--- config.mk ---
export PLATFORM = sky130hd
export DESIGN_NAME = severity_command_queues_top
export DESIGN_NICKNAME = d
export VERILOG_FILES = /design/src/rtl/sqc_pkg.sv /design/src/rtl/sqc_ram.sv /design/src/rtl/severity_command_queues_top.sv
export SDC_FILE = /design/constraint.sdc
export NUM_CORES = 2
export LEC_CHECK = 0
export BUFFER_PORTS_ARGS = -buffer_cell sky130_fd_sc_hd__buf_2
export CORE_ASPECT_RATIO = 0.75
export CORE_MARGIN = 2
export CORE_UTILIZATION = 30
export DETAILED_ROUTE_END_ITERATION = 10
export GPL_ROUTABILITY_DRIVEN = 0
export GPL_TIMING_DRIVEN = 0
export PLACE_DENSITY = 0.44
export SLEW_MARGIN = 25
export SYNTH_ARGS = -nofsm -noshare
export SYNTH_HDL_FRONTEND = slang
export SYNTH_HIERARCHICAL = 1
export SYNTH_SLANG_ARGS = --single-unit
--- constraint.sdc ---
create_clock -name clk -period 7 [get_ports clk]
set_clock_uncertainty 0.05 [all_clocks]
set_input_delay 1.4 -clock clk [delete_from_list [all_inputs] [get_ports clk]]
set_output_delay 1.4 -clock clk [all_outputs]
set_load 0.005 [all_outputs]
--- src/rtl/sqc_pkg.sv ---
// Shared types and codes for the severity command queues.
`timescale 1ns / 1ps

package sqc_pkg;

  localparam int PAYLOAD_W = 32;

  // opcodes
  localparam logic [2:0] OP_PUSH  = 3'd0;
  localparam logic [2:0] OP_POP   = 3'd1;
  localparam logic [2:0] OP_SET   = 3'd2;
  localparam logic [2:0] OP_FLUSH = 3'd3;
  localparam logic [2:0] OP_MARK  = 3'd4;

  // severity / queue select
  localparam logic [1:0] Q_NORMAL = 2'd0;
  localparam logic [1:0] Q_HIGH   = 2'd1;
  localparam logic [1:0] Q_CRIT   = 2'd2;
  localparam logic [1:0] SEV_BAD  = 2'd3;

  // slot status
  localparam logic [1:0] ST_EMPTY = 2'd0;
  localparam logic [1:0] ST_IDLE  = 2'd1;
  localparam logic [1:0] ST_READY = 2'd2;
  localparam logic [1:0] ST_BUSY  = 2'd3;

  // result codes
  localparam logic [2:0] RC_OK      = 3'd0;
  localparam logic [2:0] RC_FULL    = 3'd1;
  localparam logic [2:0] RC_EMPTY   = 3'd2;
  localparam logic [2:0] RC_BLOCKED = 3'd3;
  localparam logic [2:0] RC_BADSEV  = 3'd4;

  typedef struct packed {
    logic [2:0]           opcode;
    logic [1:0]           severity;
    logic [PAYLOAD_W-1:0] payload;
    logic [3:0]           entry_index;
    logic [1:0]           new_status;
  } sqc_in_t;

  typedef struct packed {
    logic [2:0]           result_code;
    logic [PAYLOAD_W-1:0] payload_out;
    logic [3:0]           slot_id;
    logic [4:0]           fill_count;
    logic                 new_command;
  } sqc_out_t;

endpackage

--- src/rtl/sqc_ram.sv ---
// Simple dual-port RAM with one write port and a registered read port.
`timescale 1ns / 1ps

module sqc_ram #(
  parameter int DEPTH = 32,
  parameter int WIDTH = 2
) (
  input  logic                     clk,
  input  logic                     we,
  input  logic [$clog2(DEPTH)-1:0] waddr,
  input  logic [WIDTH-1:0]         wdata,
  input  logic                     re,
  input  logic [$clog2(DEPTH)-1:0] raddr,
  output logic [WIDTH-1:0]         rdata
);

  logic [WIDTH-1:0] mem [DEPTH];
  logic [WIDTH-1:0] rdata_r;

  // write port
  always_ff @(posedge clk) begin
    if (we) begin
      mem[waddr] <= wdata;
    end
  end

  // registered read port
  always_ff @(posedge clk) begin
    if (re) begin
      rdata_r <= mem[raddr];
    end
  end

  assign rdata = rdata_r;

endmodule

--- src/rtl/severity_command_queues_top.sv ---
// Top level of the three-queue severity command block (normal, high, critical).
//
// Input channel in_valid/in_stall/in_data carries one command per transaction:
// push, pop, set status, flush or mark normal head ready. Output channel
// out_valid/out_stall/out_data returns exactly one result per command.
// A command is taken only while the sequencer is idle. The accept cycle
// launches the slot status and payload RAM reads; the EVAL state then
// evaluates the command, writes back and loads the output register, and
// a new command is taken only after the sequencer returns to idle. A flush
// with pending entries then walks them in the FLUSH state, clearing one slot
// status per cycle through the single status RAM write port.
// After reset the status RAM is cleared one slot per cycle, with in_stall
// high, from slot zero through the last slot of the critical queue.
// Pointers and counts reset to zero; payload contents are undefined until
// pushed. If the receiver stalls, the result is held in the output register
// and the command being evaluated waits until the register frees.
`timescale 1ns / 1ps

module severity_command_queues_top
  import sqc_pkg::*;
#(
  parameter int NORMAL_DEPTH   = 16,
  parameter int HIGH_DEPTH     = 8,
  parameter int CRITICAL_DEPTH = 8
) (
  input  logic     clk,
  input  logic     rst_n,
  input  logic     in_valid,
  output logic     in_stall,
  input  sqc_in_t  in_data,
  output logic     out_valid,
  input  logic     out_stall,
  output sqc_out_t out_data
);

  localparam int TOTAL = NORMAL_DEPTH + HIGH_DEPTH + CRITICAL_DEPTH;
  localparam int AW    = $clog2(TOTAL);
  localparam int MAXNH = (NORMAL_DEPTH > HIGH_DEPTH) ? NORMAL_DEPTH : HIGH_DEPTH;
  localparam int MAXD  = (MAXNH > CRITICAL_DEPTH) ? MAXNH : CRITICAL_DEPTH;
  localparam int PW    = $clog2(MAXD);
  localparam int OW    = $clog2(MAXD + 1);

  localparam logic [AW-1:0] BASE_N    = '0;
  localparam logic [AW-1:0] BASE_H    = AW'(NORMAL_DEPTH);
  localparam logic [AW-1:0] BASE_C    = AW'(NORMAL_DEPTH + HIGH_DEPTH);
  localparam logic [AW-1:0] LAST_SLOT = AW'(TOTAL - 1);
  localparam logic [OW-1:0] DEP_N     = OW'(NORMAL_DEPTH);
  localparam logic [OW-1:0] DEP_H     = OW'(HIGH_DEPTH);
  localparam logic [OW-1:0] DEP_C     = OW'(CRITICAL_DEPTH);
  localparam logic [OW-1:0] OCC_ONE   = OW'(1);

  // sequencer states
  localparam logic [1:0] S_CLR   = 2'd0;
  localparam logic [1:0] S_IDLE  = 2'd1;
  localparam logic [1:0] S_EVAL  = 2'd2;
  localparam logic [1:0] S_FLUSH = 2'd3;

  function automatic logic [4:0] fill_of(input logic [OW-1:0] v);
    logic [OW+4:0] w;
    w = (OW + 5)'(v);
    return w[4:0];
  endfunction

  function automatic logic [3:0] slot_of(input logic [PW-1:0] v);
    logic [PW+3:0] w;
    w = (PW + 4)'(v);
    return w[3:0];
  endfunction

  logic [1:0]    state_r, state_nxt;
  sqc_in_t       cmd_r;
  logic [1:0]    q_r;
  logic          bad_r;
  logic [PW-1:0] rp_r [3];
  logic [PW-1:0] wp_r [3];
  logic [OW-1:0] occ_r [3];
  logic [AW-1:0] clr_cnt_r;
  logic [PW-1:0] walk_ptr_r;
  logic [OW-1:0] walk_cnt_r;
  logic          out_valid_r;
  sqc_out_t      out_data_r;

  logic          accept, go;
  logic [1:0]    in_q, sel_q;
  logic [PW-1:0] rp_sel, wp_sel, rd_off, idx_off;
  logic [OW-1:0] occ_sel, dep_sel;
  logic [AW-1:0] base_sel, rd_addr;
  logic [PW+3:0] idx_wide;
  logic          idx_ok;

  // shared wrap-increment unit
  logic [PW-1:0] wrap_in, wrap_out;
  logic [OW-1:0] wrap_sum;

  logic [1:0]          stat_rd;
  logic [PAYLOAD_W-1:0] pay_rd;

  logic          st_we, pl_we;
  logic [AW-1:0] st_waddr;
  logic [1:0]    st_wdata;
  logic          rp_we, wp_we, occ_we, walk_load, walk_step, out_load;
  logic [PW-1:0] rp_nxt, wp_nxt;
  logic [OW-1:0] occ_nxt;
  sqc_out_t      out_nxt;

  assign in_stall  = (state_r != S_IDLE);
  assign accept    = in_valid && !in_stall;
  assign go        = !out_valid_r || !out_stall;
  assign out_valid = out_valid_r;
  assign out_data  = out_data_r;

  // queue select: from the input while idle, from the held command after
  assign in_q  = (in_data.opcode == OP_MARK || in_data.severity == SEV_BAD) ?
                 Q_NORMAL : in_data.severity;
  assign sel_q = (state_r == S_IDLE) ? in_q : q_r;

  assign rp_sel  = rp_r[sel_q];
  assign wp_sel  = wp_r[sel_q];
  assign occ_sel = occ_r[sel_q];

  always_comb begin
    unique case (sel_q)
      Q_HIGH: begin
        dep_sel  = DEP_H;
        base_sel = BASE_H;
      end
      Q_CRIT: begin
        dep_sel  = DEP_C;
        base_sel = BASE_C;
      end
      default: begin
        dep_sel  = DEP_N;
        base_sel = BASE_N;
      end
    endcase
  end

  // read address launched in the accept cycle
  assign rd_off  = (in_data.opcode == OP_POP || in_data.opcode == OP_MARK) ? rp_sel : wp_sel;
  assign rd_addr = base_sel + AW'(rd_off);

  // set-status slot bounds check
  assign idx_wide = (PW + 4)'(cmd_r.entry_index);
  assign idx_off  = idx_wide[PW-1:0];
  assign idx_ok   = ({{OW{1'b0}}, cmd_r.entry_index} < {4'b0000, dep_sel});

  // wrap increment: pointer + 1, back to zero at the queue depth
  assign wrap_in  = (state_r == S_FLUSH) ? walk_ptr_r :
                    ((cmd_r.opcode == OP_PUSH) ? wp_sel : rp_sel);
  assign wrap_sum = OW'(wrap_in) + OCC_ONE;
  assign wrap_out = (wrap_sum >= dep_sel) ? '0 : wrap_sum[PW-1:0];

  // slot status and payload memories
  sqc_ram #(.DEPTH(TOTAL), .WIDTH(2)) u_status (
    .clk   (clk),
    .we    (st_we),
    .waddr (st_waddr),
    .wdata (st_wdata),
    .re    (accept),
    .raddr (rd_addr),
    .rdata (stat_rd)
  );

  sqc_ram #(.DEPTH(TOTAL), .WIDTH(PAYLOAD_W)) u_payload (
    .clk   (clk),
    .we    (pl_we),
    .waddr (st_waddr),
    .wdata (cmd_r.payload),
    .re    (accept),
    .raddr (rd_addr),
    .rdata (pay_rd)
  );

  // sequencer and command evaluation
  always_comb begin
    state_nxt = state_r;
    st_we     = 1'b0;
    pl_we     = 1'b0;
    st_waddr  = base_sel + AW'(wp_sel);
    st_wdata  = ST_EMPTY;
    rp_we     = 1'b0;
    wp_we     = 1'b0;
    occ_we    = 1'b0;
    rp_nxt    = wrap_out;
    wp_nxt    = wrap_out;
    occ_nxt   = occ_sel;
    walk_load = 1'b0;
    walk_step = 1'b0;
    out_load  = 1'b0;
    out_nxt   = '0;

    unique case (state_r)
      S_CLR: begin
        st_we    = 1'b1;
        st_waddr = clr_cnt_r;
        if (clr_cnt_r == LAST_SLOT) begin
          state_nxt = S_IDLE;
        end
      end
      S_IDLE: begin
        if (accept) begin
          state_nxt = S_EVAL;
        end
      end
      S_EVAL: begin
        if (go) begin
          out_load            = 1'b1;
          state_nxt           = S_IDLE;
          out_nxt.result_code = RC_OK;
          out_nxt.fill_count  = fill_of(occ_sel);
          if (bad_r) begin
            out_nxt.result_code = RC_BADSEV;
            out_nxt.fill_count  = '0;
          end else begin
            unique case (cmd_r.opcode)
              OP_PUSH: begin
                if (occ_sel == dep_sel || stat_rd == ST_BUSY) begin
                  out_nxt.result_code = RC_FULL;
                end else begin
                  st_we               = 1'b1;
                  pl_we               = 1'b1;
                  st_wdata            = ST_IDLE;
                  wp_we               = 1'b1;
                  occ_we              = 1'b1;
                  occ_nxt             = occ_sel + OCC_ONE;
                  out_nxt.slot_id     = slot_of(wp_sel);
                  out_nxt.new_command = 1'b1;
                  out_nxt.fill_count  = fill_of(occ_sel + OCC_ONE);
                end
              end
              OP_POP: begin
                if (occ_sel == '0 || stat_rd == ST_EMPTY) begin
                  out_nxt.result_code = RC_EMPTY;
                end else if (stat_rd != ST_IDLE) begin
                  out_nxt.result_code = RC_BLOCKED;
                end else begin
                  rp_we               = 1'b1;
                  occ_we              = 1'b1;
                  occ_nxt             = occ_sel - OCC_ONE;
                  out_nxt.payload_out = pay_rd;
                  out_nxt.slot_id     = slot_of(rp_sel);
                  out_nxt.fill_count  = fill_of(occ_sel - OCC_ONE);
                end
              end
              OP_SET: begin
                if (idx_ok) begin
                  st_we    = 1'b1;
                  st_waddr = base_sel + AW'(idx_off);
                  st_wdata = cmd_r.new_status;
                end
              end
              OP_FLUSH: begin
                // pointers settle now; pending slots are cleared by the walk
                rp_we              = 1'b1;
                rp_nxt             = wp_sel;
                occ_we             = 1'b1;
                occ_nxt            = '0;
                out_nxt.fill_count = '0;
                if (occ_sel != '0) begin
                  walk_load = 1'b1;
                  state_nxt = S_FLUSH;
                end
              end
              OP_MARK: begin
                if (occ_sel != '0 && stat_rd == ST_IDLE) begin
                  st_we    = 1'b1;
                  st_waddr = base_sel + AW'(rp_sel);
                  st_wdata = ST_READY;
                end
              end
              default: begin
              end
            endcase
          end
        end
      end
      S_FLUSH: begin
        st_we     = 1'b1;
        st_waddr  = base_sel + AW'(walk_ptr_r);
        st_wdata  = ST_EMPTY;
        walk_step = 1'b1;
        if (walk_cnt_r == OCC_ONE) begin
          state_nxt = S_IDLE;
        end
      end
      default: begin
        state_nxt = S_IDLE;
      end
    endcase
  end

  // control registers
  always_ff @(posedge clk) begin
    if (!rst_n) begin
      state_r     <= S_CLR;
      clr_cnt_r   <= '0;
      q_r         <= Q_NORMAL;
      bad_r       <= 1'b0;
      walk_ptr_r  <= '0;
      walk_cnt_r  <= '0;
      out_valid_r <= 1'b0;
      for (int i = 0; i < 3; i++) begin
        rp_r[i]  <= '0;
        wp_r[i]  <= '0;
        occ_r[i] <= '0;
      end
    end else begin
      state_r <= state_nxt;
      if (state_r == S_CLR) begin
        clr_cnt_r <= clr_cnt_r + AW'(1);
      end
      if (accept) begin
        q_r   <= in_q;
        bad_r <= (in_data.severity == SEV_BAD) && (in_data.opcode != OP_MARK);
      end
      if (rp_we) begin
        rp_r[sel_q] <= rp_nxt;
      end
      if (wp_we) begin
        wp_r[sel_q] <= wp_nxt;
      end
      if (occ_we) begin
        occ_r[sel_q] <= occ_nxt;
      end
      if (walk_load) begin
        walk_ptr_r <= rp_sel;
        walk_cnt_r <= occ_sel;
      end else if (walk_step) begin
        walk_ptr_r <= wrap_out;
        walk_cnt_r <= walk_cnt_r - OCC_ONE;
      end
      if (out_load) begin
        out_valid_r <= 1'b1;
      end else if (out_valid_r && !out_stall) begin
        out_valid_r <= 1'b0;
      end
    end
  end

  // payload registers
  always_ff @(posedge clk) begin
    if (accept) begin
      cmd_r <= in_data;
    end
    if (out_load) begin
      out_data_r <= out_nxt;
    end
  end

endmodule
==> summary.txt <==
Timing
  • Final setup violation count: 0
  • Fin crit share: 95.3%
  • FMAX: 150 MHz
  • Worst slew margin: 18.5%
  • Setup_tns: 0 ns
  • Final critical-path required period: 6.67 ns
  • Final Hold Violating Endpoints: 0
  • Max Slew Vio Count: 0
  • RSZ-0062 raised after global routing: no
  • Actual slew at the worst max-slew pin: 1.22 ns

Placement
  • DP HPWL: 109,000 microns
  • Port-buffer cells: 93
  • DP Cell Count: 5,619

Drt
  • Vias per std cell: 5.03
  • Routed wire per std cell: 26.9 microns
  • Detailed Routing Iterations Pass 1: 6
  • Antenna-violating nets left: 0
  • DRC viols: 0
  • Post-Route WL: 158,000 microns
  • Iteration-0 DRC count of the detailed router: 3,025
  • Vias after detailed routing: 29,600

Synthesis
  • Post-synth EDFFs: 1,260
  • Mapped Nets: 3,251
  • Synth Area in Simple Gates: 5.84%
  • Mean Syn Cell Area: 16.2 sq um
  • Adder-cell share of the synthesized area: 0.484%
  • Async set-reset flop share out of synthesis: 0%
  • FF+latch count, synth: 1,280
  • Yosys cell types: 86
  • Syn Std Cell Area: 0.0517 sq mm
  • Cell count after synthesis: 3,184
  • Yosys warnings: 6
  • Mux share of post-synthesis cell area: 11.1%
  • Main combinational cell family by area after synthesis: multiplexers
  • XOR/XNOR Fraction of Synth Area: 0.220%
  • Seq/Total Area, Yosys: 73.9%
  • Top_reg_cell synth: edfxtp_1
  • Compound-gate portion of the synthesized area: 6.23%

Floorplan
  • Die Y-Extent: 364 microns
  • Starting Density: 30.3%
  • Die X: 484 microns
  • CORE AREA: 0.171 sq mm
  • FP Rows: 131
  • # IOs: 94
  • Die ar.: 0.176 sq mm

Clock tree
  • Clock Sinks: 1,280
  • H-tree Lvls: 4
  • CTS max path bufs: 3
  • Root buf cell: clkbuf_16
  • Clock Latency Late Sink: 0.78 ns
  • # hold bufs at CTS: 0
  • Total CTS buffers: 131
  • CTS tree: built
  • Clk pin slew, worst setup/hold paths: 0.06 ns

Worst setup path
  • Cells on worst reg2reg path: 21
  • Worst Setup EP: u_payload/mem[9][7]
  • CP Launch Type: primary input
  • CP Launch Point: in_data[41]
  • WS Path Type: primary input to flop
  • Worst-path maximum fanout: 16
  • RR Endpoint: u_payload/mem[9][7]
  • Crit path required time: 7.42 ns
  • Setup slack, reg-to-reg: 0.41 ns
  • R2r startpoint: state_r[1]
  • Worst setup EP type: flop
  • Worst EP arrival: 7.09 ns

Power
  • Pwr/cell area: 281 mW/mm^2
  • Worst vdd ir: 0.229 mV
  • LEAKAGE: 20.6 nW

Global route
  • All-Layer GR Usage: 17.8%
  • GRT overflow: 0
  • First-pass GRT wire length: 221,000 microns
  • Initial antenna violation count: 7
  • Largest net degree at the start of global routing: 41
  • Vias in the first global route: 28,300

Status
  • Status: complete, no violations

Hold path
  • Hold_sp: q_r[0]
  • Hold Path Class: flop to flop

Job
  • Max-cap viol count: 0

Layout
  • Synth-to-Final Area Change: 19.4%
  • FILL cells: 16,000
  • Non-Filler Instances: 5,880
  • Final #Nets: 3,585
  • Fin util: 36.2%
  • Share of cells above drive strength 1: 15.5%
[placed cells by master (no fill, tap or decap), types with 6 or more instances in the layout]
master	Yosys	routed
buf_12	0	25
nor2b_1	19	19
ha_1	20	20
o211ai_1	7	7
o22ai_1	6	6
o211a_1	6	6
nand3b_1	10	10
clkinv_2	0	19
mux2i_1	567	567
buf_16	0	48
clkbuf_1	62	87
a21oi_1	124	123
nor2_1	157	123
nand2_1	193	193
nor3_1	41	41
a22o_1	64	64
buf_1	9	8
nor2_4	1	34
dfxtp_1	20	20
clkbuf_2	3	7
edfxtp_1	1260	1260
and3_1	43	43
and2_1	14	14
buf_2	36	130
a31oi_1	48	48
bufinv_16	0	8
clkbuf_16	0	133
xnor2_1	8	7
buf_8	1	27
nand2b_1	7	7
nand4_1	6	6
buf_4	36	42
clkinv_1	0	26
o21ai_0	19	19
buf_6	21	24
inv_1	32	30
a22oi_1	118	118
nand3_1	117	116
[power by group]
group          internal, W  switching, W  leakage [nW]  total [W]
Combinational     0.000633       0.00131          7.02    0.00194
Clock              0.00383       0.00307          2.02    0.00690
Sequential         0.00845     0.0000494          11.5    0.00850
Total               0.0129       0.00443          20.6     0.0173
[what timing repair did]
item / in CTS / in global routing
buffers inserted: 0 / 9
gates resized for setup: 0 / 2
endpoints found under the setup margin: 0 / 226
[through the flow]
step                cell area, sq um  setup WS [ns]  hold WS (ns)  total power, W
floorplan                      51700          0.579         0.422         0.00980
global placement               55000          -3.51         0.450          0.0106
detailed placement             57200         -0.666         0.460          0.0106
CTS                            61400         0.0874         0.470          0.0175
global route                   61800        0.00356         0.504          0.0179
finish                         61800          0.328         0.465          0.0173
[layer usage]
layer | vias to the layer above | wire length, microns | GRT usage (%)
met4 | 0 | 2870 | 4.54
li1 | 13200 | - | -
met2 | 978 | 64700 | 24.7
met5 | - | 0 | 0
met3 | 158 | 9850 | 2.82
met1 | 15300 | 81100 | 28.3
[worst max-delay path, cell delays in order]
cell,delay [ns]
buf_2,0.13
nor3b_2,0.62
o21ai_4,0.29
buf_6,0.24
buf_4,0.19
mux2i_1,0.13
mux2i_1,0.41
inv_2,0.19
ha_1,0.30
o2111ai_2,0.20
and2_1,0.19
buf_2,0.24
nand2_1,0.08
o21ai_0,0.19
a21oi_1,0.09
nand2_1,0.63
or3b_2,0.64
nor2_4,0.63
buf_16,0.23
[worst min-delay path by stage]
| stage | end | slack, ns | depth (start not counted) |
|---|---|---|---|
| 2_1_floorplan | q_r[0] | 0.42 | 2 |
| 3_3_place_gp | q_r[0] | 0.45 | 2 |
| 3_5_place_dp | q_r[0] | 0.46 | 2 |
| 4_1_cts | q_r[0] | 0.47 | 2 |
| 5_1_grt | q_r[0] | 0.50 | 2 |
| 6_report | q_r[0] | 0.46 | 2 |
[state kept, by name, indices dropped and copies added, names as in the netlist]
name and cells:
bad_r 1, clr_cnt_r 5, cmd_r 37, idx_off 4, occ_r 20, out_data 45, out_valid 1, q_r 2
rp_r 16, state_r 2, u_payload/mem 1024, u_payload/rdata 32, u_status/mem 64, u_status/rdata 2, walk_cnt_r 5, walk_ptr_r 4
wp_r 16
[final cells by class]
class / instances / area, sq um / share of cell area, %
sequential: 1280 / 38200 / 61.9
multi-input combinational: 1699 / 12600 / 20.5
clock buffer: 163 / 3450 / 5.59
tap: 2261 / 2830 / 4.58
timing repair buffer: 201 / 2760 / 4.46
buffer: 170 / 1000 / 1.63
clock inverter: 69 / 689 / 1.12
inverter: 35 / 156 / 0.253
antenna: 2 / 5.00 / 0.00810
[cell usage after synthesis, drive strengths merged (4+ instances only)]
cell type / instances / area (sq um)
a211oi: 5 / 60.1
a21o: 4 / 30.0
a21oi: 124 / 621
a221oi: 6 / 65.1
a22o: 64 / 561
a22oi: 119 / 898
a31oi: 48 / 300
a32oi: 4 / 35.0
and2: 14 / 87.6
and3: 43 / 269
buf: 103 / 736
clkbuf: 67 / 263
dfxtp: 20 / 400
edfxtp: 1260 / 37800
ha: 20 / 250
inv: 34 / 130
mux2i: 568 / 5690
nand2: 193 / 724
nand2b: 8 / 52.6
nand3: 117 / 586
nand3b: 11 / 95.1
nand4: 6 / 37.5
nor2: 159 / 607
nor2b: 19 / 119
nor3: 41 / 205
nor3b: 4 / 35.0
o211a: 7 / 77.6
o211ai: 8 / 73.8
o21a: 5 / 38.8
o21ai: 27 / 161
o22ai: 6 / 37.5
o311ai: 5 / 43.8
or3: 4 / 25.0
or3b: 7 / 61.3
xnor2: 8 / 70.1
xor2: 5 / 43.8
[cell families after synthesis]
logic type	count (synthesis)
AND/OR/NAND/NOR	640
adder cells (fa/ha/maj)	20
flip-flops	1280
multiplexers	572
buffers and inverters	205
AO/OA/AOI/OAI	454
XOR/XNOR	13
Note: power is estimated with default switching activity, not from simulation.
